### src/swam_ram.sv
`timescale 1ns / 1ps

module swam_ram #(
  parameter int WIDTH = 8,
  parameter int DEPTH = 256
) (
  input  logic                                        clk,
  input  logic                                        wr_en,
  input  logic [((DEPTH > 1) ? $clog2(DEPTH) : 1)-1:0] wr_addr,
  input  logic [WIDTH-1:0]                            wr_data,
  input  logic [((DEPTH > 1) ? $clog2(DEPTH) : 1)-1:0] rd_addr,
  output logic [WIDTH-1:0]                            rd_data
);

  logic [WIDTH-1:0] mem_r [DEPTH];
  logic [WIDTH-1:0] rd_data_r;

  // Read returns the contents from before a write to the same address.
  always_ff @(posedge clk) begin
    if (wr_en) begin
      mem_r[wr_addr] <= wr_data;
    end
    rd_data_r <= mem_r[rd_addr];
  end

  assign rd_data = rd_data_r;

endmodule

### config.mk
export PLATFORM = sky130hd
export DESIGN_NAME = swam_ram
export DESIGN_NICKNAME = d
export VERILOG_FILES = /design/src/swam_ram.sv
export SDC_FILE = /design/constraint.sdc
export NUM_CORES = 2
export LEC_CHECK = 0
export BUFFER_PORTS_ARGS = -buffer_cell sky130_fd_sc_hd__buf_4
export CORE_MARGIN = 5
export CORE_UTILIZATION = 50
export DETAILED_ROUTE_END_ITERATION = 16
export PLACE_DENSITY = 0.76
export SLEW_MARGIN = 15
export SYNTH_ARGS = -nofsm -noshare
export SYNTH_HDL_FRONTEND = slang
export SYNTH_SLANG_ARGS = --single-unit
### constraint.sdc
create_clock -name clk -period 8.75 [get_ports clk]
set_clock_uncertainty 0.2 [all_clocks]
set_input_delay 2.1875 -clock clk [delete_from_list [all_inputs] [get_ports clk]]
set_output_delay 2.1875 -clock clk [all_outputs]
set_load 0.02 [all_outputs]
Word level (Yosys, flattened, before mapping) --
Memories as Yosys holds them, arrays and structs flattened. A register that Yosys moved wholly into a read port is not among the register bits. Index checks and enable logic that the tools add are counted.
Word-level totals: bits in registers 0, RAM bits 2048, output and inout bits 8, memories 1
Memory list:
- mem_r | words 256, width 8, rd ports 1, clocked after Yosys merged registers in 1, write ports 1, RTL line 15 | logic [WIDTH-1:0] mem_r [DEPTH];
Cells by class: multiplexer cells 2
Operator list (count):
- $mux W1 | 2

Longest topological paths before layout --
depth after elaboration 2, gate-level depth with buffers 11

Worst setup path after synthesis --
Ideal clock, no wire load.
path kind input to register, from input port rd_addr[0] in the netlist's numbering, to register rd_data_r[2] (netlist: rd_data[2]), read port of mem_r, arrival time 3.994 ns, data required time 8.419 ns, slack 4.425 ns, stages on the path 9, buffers on the path 4, cell sequence buf_6 buf_12 buf_8 buf_2 mux4_2 a22oi_1 a21oi_1 nor4_1 nor4_2
RTL lines:
- start: declaration | RTL line 11 | input logic [((DEPTH > 1) ? $clog2(DEPTH) : 1)-1:0] rd_addr,
- end: declaration | RTL line 16 | logic [WIDTH-1:0] rd_data_r;

==> summary.md <==
| Metric | Value |
|---|---|
| WP data required | 9190 ps |
| TritonCTS clock tree | built |
| Post-route DRC | 0 |
| Post-DRT Antenna Nets | 0 |
| CTS Hold Bufs | 0 |
| F_max | 0.191 GHz |
| WL final | 193 mm |
| Worst Hold Depth | 6 |
| Critical Path, Cell by Cell | buf_8 -> buf_12 -> nand3b_1 -> o221ai_1 -> a21oi_1 -> a21oi_1 -> nor3_1 -> nor4_1 |
| Cell taking the most area after synthesis | edfxtp_1 |
| RD Place Congestion | 0.849 |
| Syn_nets | 3759 |
| Slew Limit Fails | 0 |
| Reg2Reg Depth | 6 |
| Synth Area in Simple Gates | 2.63% |
| Core outline area | 158000 µm² |
| CTS buffer count | 195 |
| Vias in the first global route | 39200 |
| Crit path arrival time | between 5000 and 6000 ps |
| Ranking of synthesized cells by area | edfxtp_1 (77%), mux4_2 (13%), mux2i_1 (1.7%) |
| Final hold viol count | 0 |
| Nets | approximately 3800 |
| Synthesized area | 79600 µm² |
| Synth warn | 0 |
| Fill count | about 11000 |
| Die Span Y | between 400 and 500 µm |
| Initial DRC count | 5958 |
| Status | finished clean |
| P&R area growth vs syn | 10.6% |
| Async SR Flop Fraction | 0% |
| Leak | 26.9 nW |
| Maximum vdd drop | 0.000227 V |
| Syn_area_per_cell | around 21 µm² |
| Placed Area | 81700 µm² |
| Design area | 88000 µm² |
| Worst hold-check path type | reg2reg |
| Htree depth | 4 |
| Clock tree buffer depth | 3 |
| # IOs | 34 |
| Setup TNS | 0 ps |
| Total power | 20.1 mW |
| Overflow after GRT | 0 |
| Site row count | 146 |
| Clock Latency Late Sink | approximately 840 ps |
| Share of layout cells above drive strength 1 | between 20 and 25% |
| Max incr delay on CP | between 800 and 900 ps |
| Setup Fix Bufs, Post-CTS | 0 |
| Hpwl dp | 111 mm |
| Minimum clock period after layout | around 5200 ps |
| Cell mode on critical path | a21oi_1 |
| Final Cycle Share | about three fifths |
| Clock-pin slew on the worst setup and hold paths | 60 ps |
| Initial antenna violation count | 2 |
| Min Hold Slack | 824 ps |
| First-pass GRT wire length | 280 mm |
| Die area | 167000 µm² |
| Critical path type | in2reg |
| CTS Sinks | 2056 |
| Worst Setup End Kind | flip-flop |
| Mux cell area share after synthesis | about 15% |
| Max Cap Viol | 0 |
| Worst slew pin tran | 1380 ps |
| Post-DR vias/cell | 6.57 |
| Slew HR | 7.15% |
| Port-buffer cells | 33 |
| Compound-Gate Fraction of Synth Area | between 3 and 4% |
| Vias | 39700 |
| PD cells | ~230 nW/µm² |
| Finish-stage setup viols | 0 |
| Syn Inst Count | 3733 |
| DIE WIDTH | ~400 µm |
| Largest family of logic cells by synthesized area | multiplexers |
| Post-Synth XOR/XNOR Area | 0% |
| Post-Synth Adder-Cell Area | 0% |
| Predominant post-synthesis flop cell | edfxtp_1 |
| Library cells used by synthesis | 55 |
| Worst Path Max Fanout | 122 |
| Slowest stage cell, crit path | nor3_1 |
| Setup crit start kind | input pin |
| #FFs+latches synth | 2056 |
| CTS root buf | clkbuf_16 |
| # resized after CTS | 0 |
| Post-synth EDFFs | 2048 |
| Drt wl/cell | 32.0 µm |
| Unrepaired setup endpoints after global routing | false |
| Total track usage | 23.0% |
| Sequential fraction of the synthesis area | 77.5% |
| Pre-antenna DRT Iters | 6 |
| Starting Density | 50.2% |
| Top cell type's share of synthesized area | 77.3% |
| Largest net degree at the start of global routing | 171 |
cells in the mapped netlist, drive strengths merged (2+ instances only):
library cell / count
and3b: 2
a211oi: 16
nand3: 34
a31oi: 2
edfxtp: 2048
o21ai: 12
a21oi: 96
nand3b: 2
o221ai: 47
nand2: 33
or2: 4
a311oi: 2
nor4: 27
nand4: 10
mux2i: 134
o211ai: 10
nand2b: 8
clkbuf: 111
o22ai: 28
and2: 6
dfxtp: 8
a221oi: 14
nor3: 22
a22oi: 133
a22o: 8
o32ai: 5
nor2: 282
mux4: 456
nor2b: 31
buf: 122
o22a: 5
a2111oi: 5
layout by cell type, fill, tap and decap left out, types with 16 or more instances in the layout:
cell,Yosys,routed
nor2_1,282,279
nor2b_1,31,28
a211oi_1,16,16
a22oi_1,133,133
nand2_1,33,33
edfxtp_1,2048,2048
o221ai_1,46,46
mux4_2,454,454
clkinv_1,1,51
nor4_1,24,20
nor3_1,22,22
clkinv_2,0,37
mux2i_1,134,134
o22ai_1,28,28
nand3_1,34,34
buf_4,27,88
a21oi_1,96,96
bufinv_16,0,17
clkbuf_1,111,33
clkbuf_16,0,199
logic make-up (layout without fill, tap and decap cells):
logic type / Yosys count / after routing
DFF: 2056 / 2056
other: 0 / 3
muxes: 591 / 591
AOI/OAI and AO/OA: 385 / 385
and+or+nand+nor: 466 / 466
buffers and inverters: 235 / 466
cell type report:
cell class / instances / area (µm²) / area share [%]
multi-input cells: 1442 / 16500 / 18.7
diodes: 3 / 7.51 / 0.00853
clock inverters: 118 / 1070 / 1.22
well taps: 2072 / 2590 / 2.95
flip-flops and latches: 2056 / 61700 / 70.0
clock buffers: 237 / 5170 / 5.88
repair buffers: 109 / 1010 / 1.15
inverters: 2 / 7.51 / 0.00853
critical path, delay by kind of cell:
| kind | cells | cell delay (ps) |
|---|---|---|
| compound gates | 3 | 610 |
| buf+inv | 2 | 1020 |
| simple gates | 3 | 1620 |
stage by stage:
stage	util (%)	setup WS, ps	instances
final	55.6	3510	6039
after global routing	55.6	3290	6036
after CTS	55.6	3490	6035
after detailed placement	51.6	2680	5680
after global placement	51.6	2250	5679
after floorplan	-	4420	3733
per-layer routing:
layer  up-vias  wire (µm)  global-route usage (%)
met4         2       6620                    7.42
met1     20800      71500                    32.4
li1      15800          -                       -
met2      2670      91200                    35.2
met5         -         12                       0
met3       405      23800                    6.42
flip-flops by register name (all words and copies together) (netlist names):
name,flops
mem_r,2048
rd_data,8
report_power, final:
part | leakage [nW] | internal, mW | switching [mW]
sequential | 18.5 | 10.9 | 0.0277
combinational | 5.38 | 0.318 | 0.637
clock | 3.06 | 4.70 | 3.60
final timing paths:
check,slack [ps],startpoint,end
hold reg to reg,820,mem_r[32][5]$_DFFE_PP_,rd_data[5]$_DFF_P_
hold / removal,820,mem_r[32][5]$_DFFE_PP_,rd_data[5]$_DFF_P_
setup reg to reg,5650,mem_r[83][5]$_DFFE_PP_,rd_data[5]$_DFF_P_
setup / recovery,3510,rd_addr[1],rd_data[4]$_DFF_P_
Power figures use the tool's default switching activity.
