## config.mk

```make
export PLATFORM = sky130hd
export DESIGN_NAME = swam_obuf_flat
export DESIGN_NICKNAME = d
export VERILOG_FILES = /design/src/swam_pkg.sv /design/src/swam_if.sv /design/src/swam_obuf.sv /design/src/flat_wrapper.sv
export SDC_FILE = /design/constraint.sdc
export NUM_CORES = 1
export LEC_CHECK = 0
export ABC_AREA = 1
export BUFFER_PORTS_ARGS = -buffer_cell sky130_fd_sc_hd__buf_2
export CAP_MARGIN = 20
export CORE_AREA = 2 2 39 41
export CTS_BUF_LIST = sky130_fd_sc_hd__clkbuf_8 sky130_fd_sc_hd__clkbuf_16
export DETAILED_ROUTE_END_ITERATION = 8
export DIE_AREA = 0 0 41 43
export HOLD_SLACK_MARGIN = 0.06
export PLACE_DENSITY = 0.51
export SETUP_SLACK_MARGIN = 0.4
export SLEW_MARGIN = 30
export SYNTH_ARGS = -nofsm -noshare
export SYNTH_HDL_FRONTEND = slang
export SYNTH_SLANG_ARGS = --single-unit
```

## constraint.sdc

```tcl
create_clock -name clk -period 1.2 [get_ports clk]
set_clock_uncertainty 0.1 [all_clocks]
set_input_delay 0.18 -clock clk [delete_from_list [all_inputs] [get_ports clk]]
set_output_delay 0.18 -clock clk [all_outputs]
set_load 0.03 [all_outputs]
```

## src/swam_pkg.sv

```systemverilog
`timescale 1ns / 1ps

package swam_pkg;

  // Fixed widths of the channel fields.
  localparam int BYTE_W = 8;
  localparam int FUNC_W = 2;

  // Operation codes carried in the func field.
  localparam logic [FUNC_W-1:0] FUNC_CLEAR   = 2'd0;
  localparam logic [FUNC_W-1:0] FUNC_PATTERN = 2'd1;
  localparam logic [FUNC_W-1:0] FUNC_TEXT    = 2'd2;

  typedef struct packed {
    logic window_match;
    logic found_so_far;
    logic pattern_overflow;
  } result_t;

  typedef enum logic [4:0] {
    ST_CLR  = 5'b00001,
    ST_IDLE = 5'b00010,
    ST_PADD = 5'b00100,
    ST_TSUB = 5'b01000,
    ST_TADD = 5'b10000
  } state_t;

endpackage

```

## src/swam_if.sv

```systemverilog


interface swam_out_if;
  logic valid;
  logic ready;
  logic window_match;
  logic found_so_far;
  logic pattern_overflow;

  modport source (output valid, output window_match, output found_so_far,
                  output pattern_overflow, input ready);
  modport sink (input valid, input window_match, input found_so_far,
                input pattern_overflow, output ready);
endinterface

```

## src/swam_obuf.sv

```systemverilog
`timescale 1ns / 1ps

module swam_obuf (
  input  logic              clk,
  input  logic              rst_n,
  input  logic              res_valid,
  input  swam_pkg::result_t res,
  output logic              can_take,
  swam_out_if.source        out_ch
);
  import swam_pkg::*;

  logic    out_free;
  logic    pend_r, pend_nxt;
  logic    out_valid_r, out_valid_nxt;
  result_t pend_data_r, pend_data_nxt;
  result_t out_data_r, out_data_nxt;

  assign out_free = !out_valid_r || out_ch.ready;
  assign can_take = !pend_r;

  // A new result goes straight to the output register when it is free,
  // otherwise it waits in the skid slot.
  always_comb begin
    pend_nxt      = pend_r;
    pend_data_nxt = pend_data_r;
    out_valid_nxt = out_valid_r;
    out_data_nxt  = out_data_r;
    priority if (res_valid && out_free) begin
      out_valid_nxt = 1'b1;
      out_data_nxt  = res;
    end else if (res_valid) begin
      pend_nxt      = 1'b1;
      pend_data_nxt = res;
    end else if (pend_r && out_free) begin
      out_valid_nxt = 1'b1;
      out_data_nxt  = pend_data_r;
      pend_nxt      = 1'b0;
    end else if (out_free) begin
      out_valid_nxt = 1'b0;
    end
  end

  always_ff @(posedge clk) begin
    if (!rst_n) begin
      pend_r      <= 1'b0;
      out_valid_r <= 1'b0;
    end else begin
      pend_r      <= pend_nxt;
      out_valid_r <= out_valid_nxt;
    end
  end

  always_ff @(posedge clk) begin
    pend_data_r <= pend_data_nxt;
    out_data_r  <= out_data_nxt;
  end

  assign out_ch.valid            = out_valid_r;
  assign out_ch.window_match     = out_data_r.window_match;
  assign out_ch.found_so_far     = out_data_r.found_so_far;
  assign out_ch.pattern_overflow = out_data_r.pattern_overflow;

endmodule

```

## src/flat_wrapper.sv

```systemverilog
// flat-port wrapper written by rule: the top's interface ports become plain ports
module swam_obuf_flat import swam_pkg::*;
  (clk, rst_n, res_valid, res, can_take, out_ch_valid, out_ch_window_match, out_ch_found_so_far, out_ch_pattern_overflow, out_ch_ready);
  swam_out_if out_ch_i ();
  input  logic clk;
  input  logic rst_n;
  input  logic res_valid;
  input  swam_pkg::result_t res;
  output logic can_take;
  output wire logic [$bits(out_ch_i.valid)-1:0] out_ch_valid;
  output wire logic [$bits(out_ch_i.window_match)-1:0] out_ch_window_match;
  output wire logic [$bits(out_ch_i.found_so_far)-1:0] out_ch_found_so_far;
  output wire logic [$bits(out_ch_i.pattern_overflow)-1:0] out_ch_pattern_overflow;
  input wire logic [$bits(out_ch_i.ready)-1:0] out_ch_ready;
  assign out_ch_valid = out_ch_i.valid;
  assign out_ch_window_match = out_ch_i.window_match;
  assign out_ch_found_so_far = out_ch_i.found_so_far;
  assign out_ch_pattern_overflow = out_ch_i.pattern_overflow;
  assign out_ch_i.ready = out_ch_ready;
  swam_obuf u_core (.clk(clk), .rst_n(rst_n), .res_valid(res_valid), .res(res), .can_take(can_take), .out_ch(out_ch_i));
endmodule
```

# Word-level counts from Yosys, hierarchy flattened

Cells that the tools add are included.

Reductions and logical operators: 12
Equal/unequal tests: 1
Mux-type cells: 9
Bitwise logic cells: 1

Operator list:

| operator                                                                | count |
|---|---|
| 3-bit two-way mux                                                       | 3 |
| 2-bit AND reduction                                                     | 4 |
| 1-bit two-way mux                                                       | 6 |
| 2-bit nonzero test                                                      | 2 |
| 3-bit nonzero test                                                      | 1 |
| 1-bit logical AND                                                       | 2 |
| 1-bit zero test                                                         | 2 |
| 2-bit by 1-bit inequality test with 1-bit output, second input constant | 1 |
| 1-bit logical OR                                                        | 1 |
| 1-bit inverter                                                          | 1 |

Output and inout port bits: 5
Input bits: 7
Flip-flop bits (word level): 8
Word-level logic and storage cells: 31

# Logic depth before layout (Yosys ltp)

Word-level depth: 6
Gate-level depth with buffers: 5
Depth with buffers taken out: 5

# Worst setup path before layout

OpenSTA, ideal clock, no wires.

Kind: register to register
Start point: register u_core.out_valid_r (netlist: u_core.out_ch.valid)
End point: register u_core.pend_data_r[0] (netlist bit), enable pin
Period minus slack after synthesis: 1,293 ps
Cell stages (with the launch flop): 3
Setup slack: -93 ps
Data required time: 781 ps
Data arrival time: 874 ps
Setup time: 319 ps
Path buffers: 0
Cell sequence: dfxtp_1 nand2_1 nor2_1

Longest elaborated chain between the ends: 5

RTL lines:

| element                              | RTL line        | source |
|---|---|---|
| start: declaration                   | swam_obuf.sv:15 | `logic out_valid_r, out_valid_nxt;` |
| start signal: assignment             | swam_obuf.sv:50 | `out_valid_r <= out_valid_nxt;` |
| 1-bit zero test                      | swam_obuf.sv:19 | `assign out_free = !out_valid_r \|\| out_ch.ready;` |
| 1-bit logical OR                     | swam_obuf.sv:19 |  |
| 1-bit logical AND                    | swam_obuf.sv:29 | `priority if (res_valid && out_free) begin` |
| 1-bit inverter (no source line)      | -               |  |
| 2-bit AND reduction (no source line) | -               |  |
| end signal: assignment               | swam_obuf.sv:55 | `pend_data_r <= pend_data_nxt;` |
| end: declaration                     | swam_obuf.sv:16 | `result_t pend_data_r, pend_data_nxt;` |

Every way passes these cells.
A chain may end at the register's enable or synchronous reset.

# Worst setup path in the final report

Start point: register u_core.out_data_r (netlist bit u_core.out_ch.pattern_overflow)
End point: output out_ch_pattern_overflow

RTL lines:

| element                  | RTL line           | source |
|---|---|---|
| start: declaration       | swam_obuf.sv:17    | `result_t out_data_r, out_data_nxt;` |
| start signal: assignment | swam_obuf.sv:56    | `out_data_r <= out_data_nxt;` |
| end: declaration         | flat_wrapper.sv:13 | `output wire logic [$bits(out_ch_i.pattern_overflow)-1:0] out_ch_pattern_overflow;` |

No word-level cell between the ends.

==> flow_metrics.tcl <==
set metrics [dict create \
    tns_ps 0 \
    crit_arrival_ps 750 \
    postLayoutCoreUtil_pct 40.05 \
    grt_overflow 0 \
    cts_made_buffers 3 \
    initial_core_util_pct 23.60 \
    max_slew_margin_pct 89.29 \
    avgSynthCellArea_um2 9.896 \
    p_comb_share_pct 15.3 \
    drc_errors 0 \
    ioPinCount 12 \
    fin_crit_ps 1034 \
    synth.distinct_cells 10 \
    swShare_pct 24.98 \
    grt_pass1_vias 269 \
    p_seq_share_pct 41.7 \
    drive_gt1_share_pct 65.31 \
    wl_per_cell_um 9.785 \
    antenna_found_initial 0 \
    core_area_um2 1384 \
    yosysWarnings 0 \
    setup_violations 0 \
    synth_area_um2 326.6 \
    die_y_um 43 \
    crit_path_start "u_core.out_ch.pattern_overflow" \
    worstSkewPairLatency_ps 230 \
    synth_seq_cells 8 \
    grt_max_degree 7 \
    report.final.hold_viol_count 0 \
    vias_per_cell 4.262 \
    cp_top_family "flip-flops" \
    num_vias 277 \
    n_antenna_cell 0 \
    ir_drop_mv 0.4603 \
    cp-start-kind "flip-flop" \
    dr.pass1.iters 4 \
    hpwl_um 432.5 \
    synthTopCellsByArea "edfxtp_1 (55%), dfxtp_1 (12%), nand2_1 (11%)" \
    die_area_um2 1763 \
    maxCapViolCount 0 \
    finalNetCount 57 \
    synthesis.nets 40 \
    portBuffers 11 \
    path_max_fanout 1 \
    max_freq_ghz 0.9668 \
    rsz0062_at_grt "yes" \
    status "complete, no violations" \
    syn2layout_area_growth_pct 69.73 \
    fin_area_um2 554.3 \
    reg2reg_from "u_core.out_ch.valid" \
    worstHoldPathType "primary input to flip-flop" \
    slowest_stage "edfxtp_1" \
    p_per_area_nw_per_um2 1415 \
    place_area_um2 441.7 \
    grt_usage_pct 9.533 \
    clk_pin_slew_worst_paths_ps 40 \
    rows 14 \
    synthCells 33 \
    die_w_um 41 \
    p_int_uw 588.5 \
    cp.required_ps 920 \
    clock_path_buffers 2 \
    gp_congestion 0.6128 \
    slowest_delay_ps 370 \
    crit_path_cell_trace "buf_6" \
    p_clk_share_pct 43.0 \
    worstMarginPinSlew_ps 160.4 \
    fillers 143 \
    critPathBufInv 1 \
    grt_pass1_wl_mm 1.007 \
    wirelength_um 636 \
    ant_nets 0 \
    p_leak_uw 0.0002375 \
    drv_slew 0 \
    endpoint_kind "primary output" \
    first_iter_violations 2 \
    p_switching_uw 195.9 \
    cts_tree "done" \
    yosysTopAreaCellShare_pct 55.17 \
    synth_largest_area_cell "edfxtp_1" \
    crit_type "flip-flop to primary output" \
    cts_max_level 1 \
    root_buffer "clkbuf_8" \
    final.period_utilization_pct 86.20 \
    cts_num_sinks 8 \
    min-delay-start "res[1]" \
    yosysSeqAreaShare_pct 67.43 \
]
power by group through the flow:
stage	registers, uW	logic, uW	clock network, uW
after detailed placement	327	94.6	0
after global placement	327	94.2	0
final	327	120	337
after global routing	329	128	360
after CTS	327	115	347
after floorplan	350	41.6	0
cell usage after synthesis:
library cell and count:
nor2_1 3, edfxtp_1 6, nand3_1 3, nand2_2 1, dfxtp_1 2, a21oi_2 1, a21oi_1 1, inv_2 1
nand2_1 10, inv_1 5
worst reg2reg max path, delay by kind of cell, from the launching register on:
family,cells,cell delay [ps]
flip-flops,1,360
AND/OR/NAND/NOR,2,170
buffers and inverters,1,70
layout by cell type, fill, tap and decap left out:
cell	instances
nand2_1	5
dfxtp_4	1
inv_2	3
nand2_8	1
dfxtp_2	1
edfxtp_1	6
clkbuf_8	3
nand2_4	1
buf_2	6
nor2_4	3
nand2_2	4
buf_6	6
inv_1	3
nand3_1	3
inv_4	1
a21oi_2	2
final timing paths:
kind                                                  endpoint  slack [ps]  depth (start not counted)
worst max-delay path                   out_ch_pattern_overflow         170                          1
worst min-delay path                     u_core.pend_data_r[1]          50                          1
worst max register to register  u_core.out_ch.pattern_overflow         210                          3
worst min register to register                   u_core.pend_r         390                          2
flip-flops by register name, indices dropped and copies added, names as in the netlist:
| name | cells |
|---|---|
| u_core.out_ch.found_so_far | 1 |
| u_core.pend_data_r | 3 |
| u_core.out_ch.pattern_overflow | 1 |
| u_core.out_ch.window_match | 1 |
| u_core.pend_r | 1 |
| u_core.out_ch.valid | 1 |
layer usage:
metal	global-route usage [%]	wire length, um	vias up
li1	-	-	136
met3	4.712	40	4
met4	10.00	14	0
met1	9.635	294	126
met5	0	0	-
met2	12.81	286	11
repair_timing:
| item | 4_1_cts | 5_1_grt |
|---|---|---|
| setup endpoints to repair | 15 | 16 |
| gates resized for setup | 12 | 5 |
| hold endpoints to repair | 3 | 3 |
| buffers inserted | 1 | 0 |
| pin swaps | 6 | 0 |
logic make-up after synthesis:
kind of cell,Yosys count,synth area share (%)
AO/OA/AOI/OAI,2,4.214
buffers and inverters,6,6.896
AND/OR/NAND/NOR,17,21.46
flip-flops,8,67.43
layout make-up:
class	instances	area (um^2)	area share, %
Clock buffer	3	41.29	7.449
Clock inverter	1	3.754	0.6772
Inverter	6	25.02	4.515
Multi-Input combinational cell	19	141.4	25.51
Sequential cell	8	225.2	40.63
Tap cell	16	20.02	3.612
Timing Repair Buffer	12	97.59	17.61
per-stage QoR:
step / total power, uW / hold slack [ps] / setup slack [ps] / std cells
3_5_place_dp: 421.6 / 278.7 / 155.6 / 60
6_report: 784.4 / 45.77 / 165.6 / 65
4_1_cts: 788.8 / 34.61 / 154.1 / 65
3_3_place_gp: 421.0 / 280.0 / 165.4 / 60
5_1_grt: 816.9 / 34.75 / 130.8 / 65
2_1_floorplan: 391.4 / 178.9 / 183.8 / 33
No activity file was read; power rests on OpenSTA's default activity.
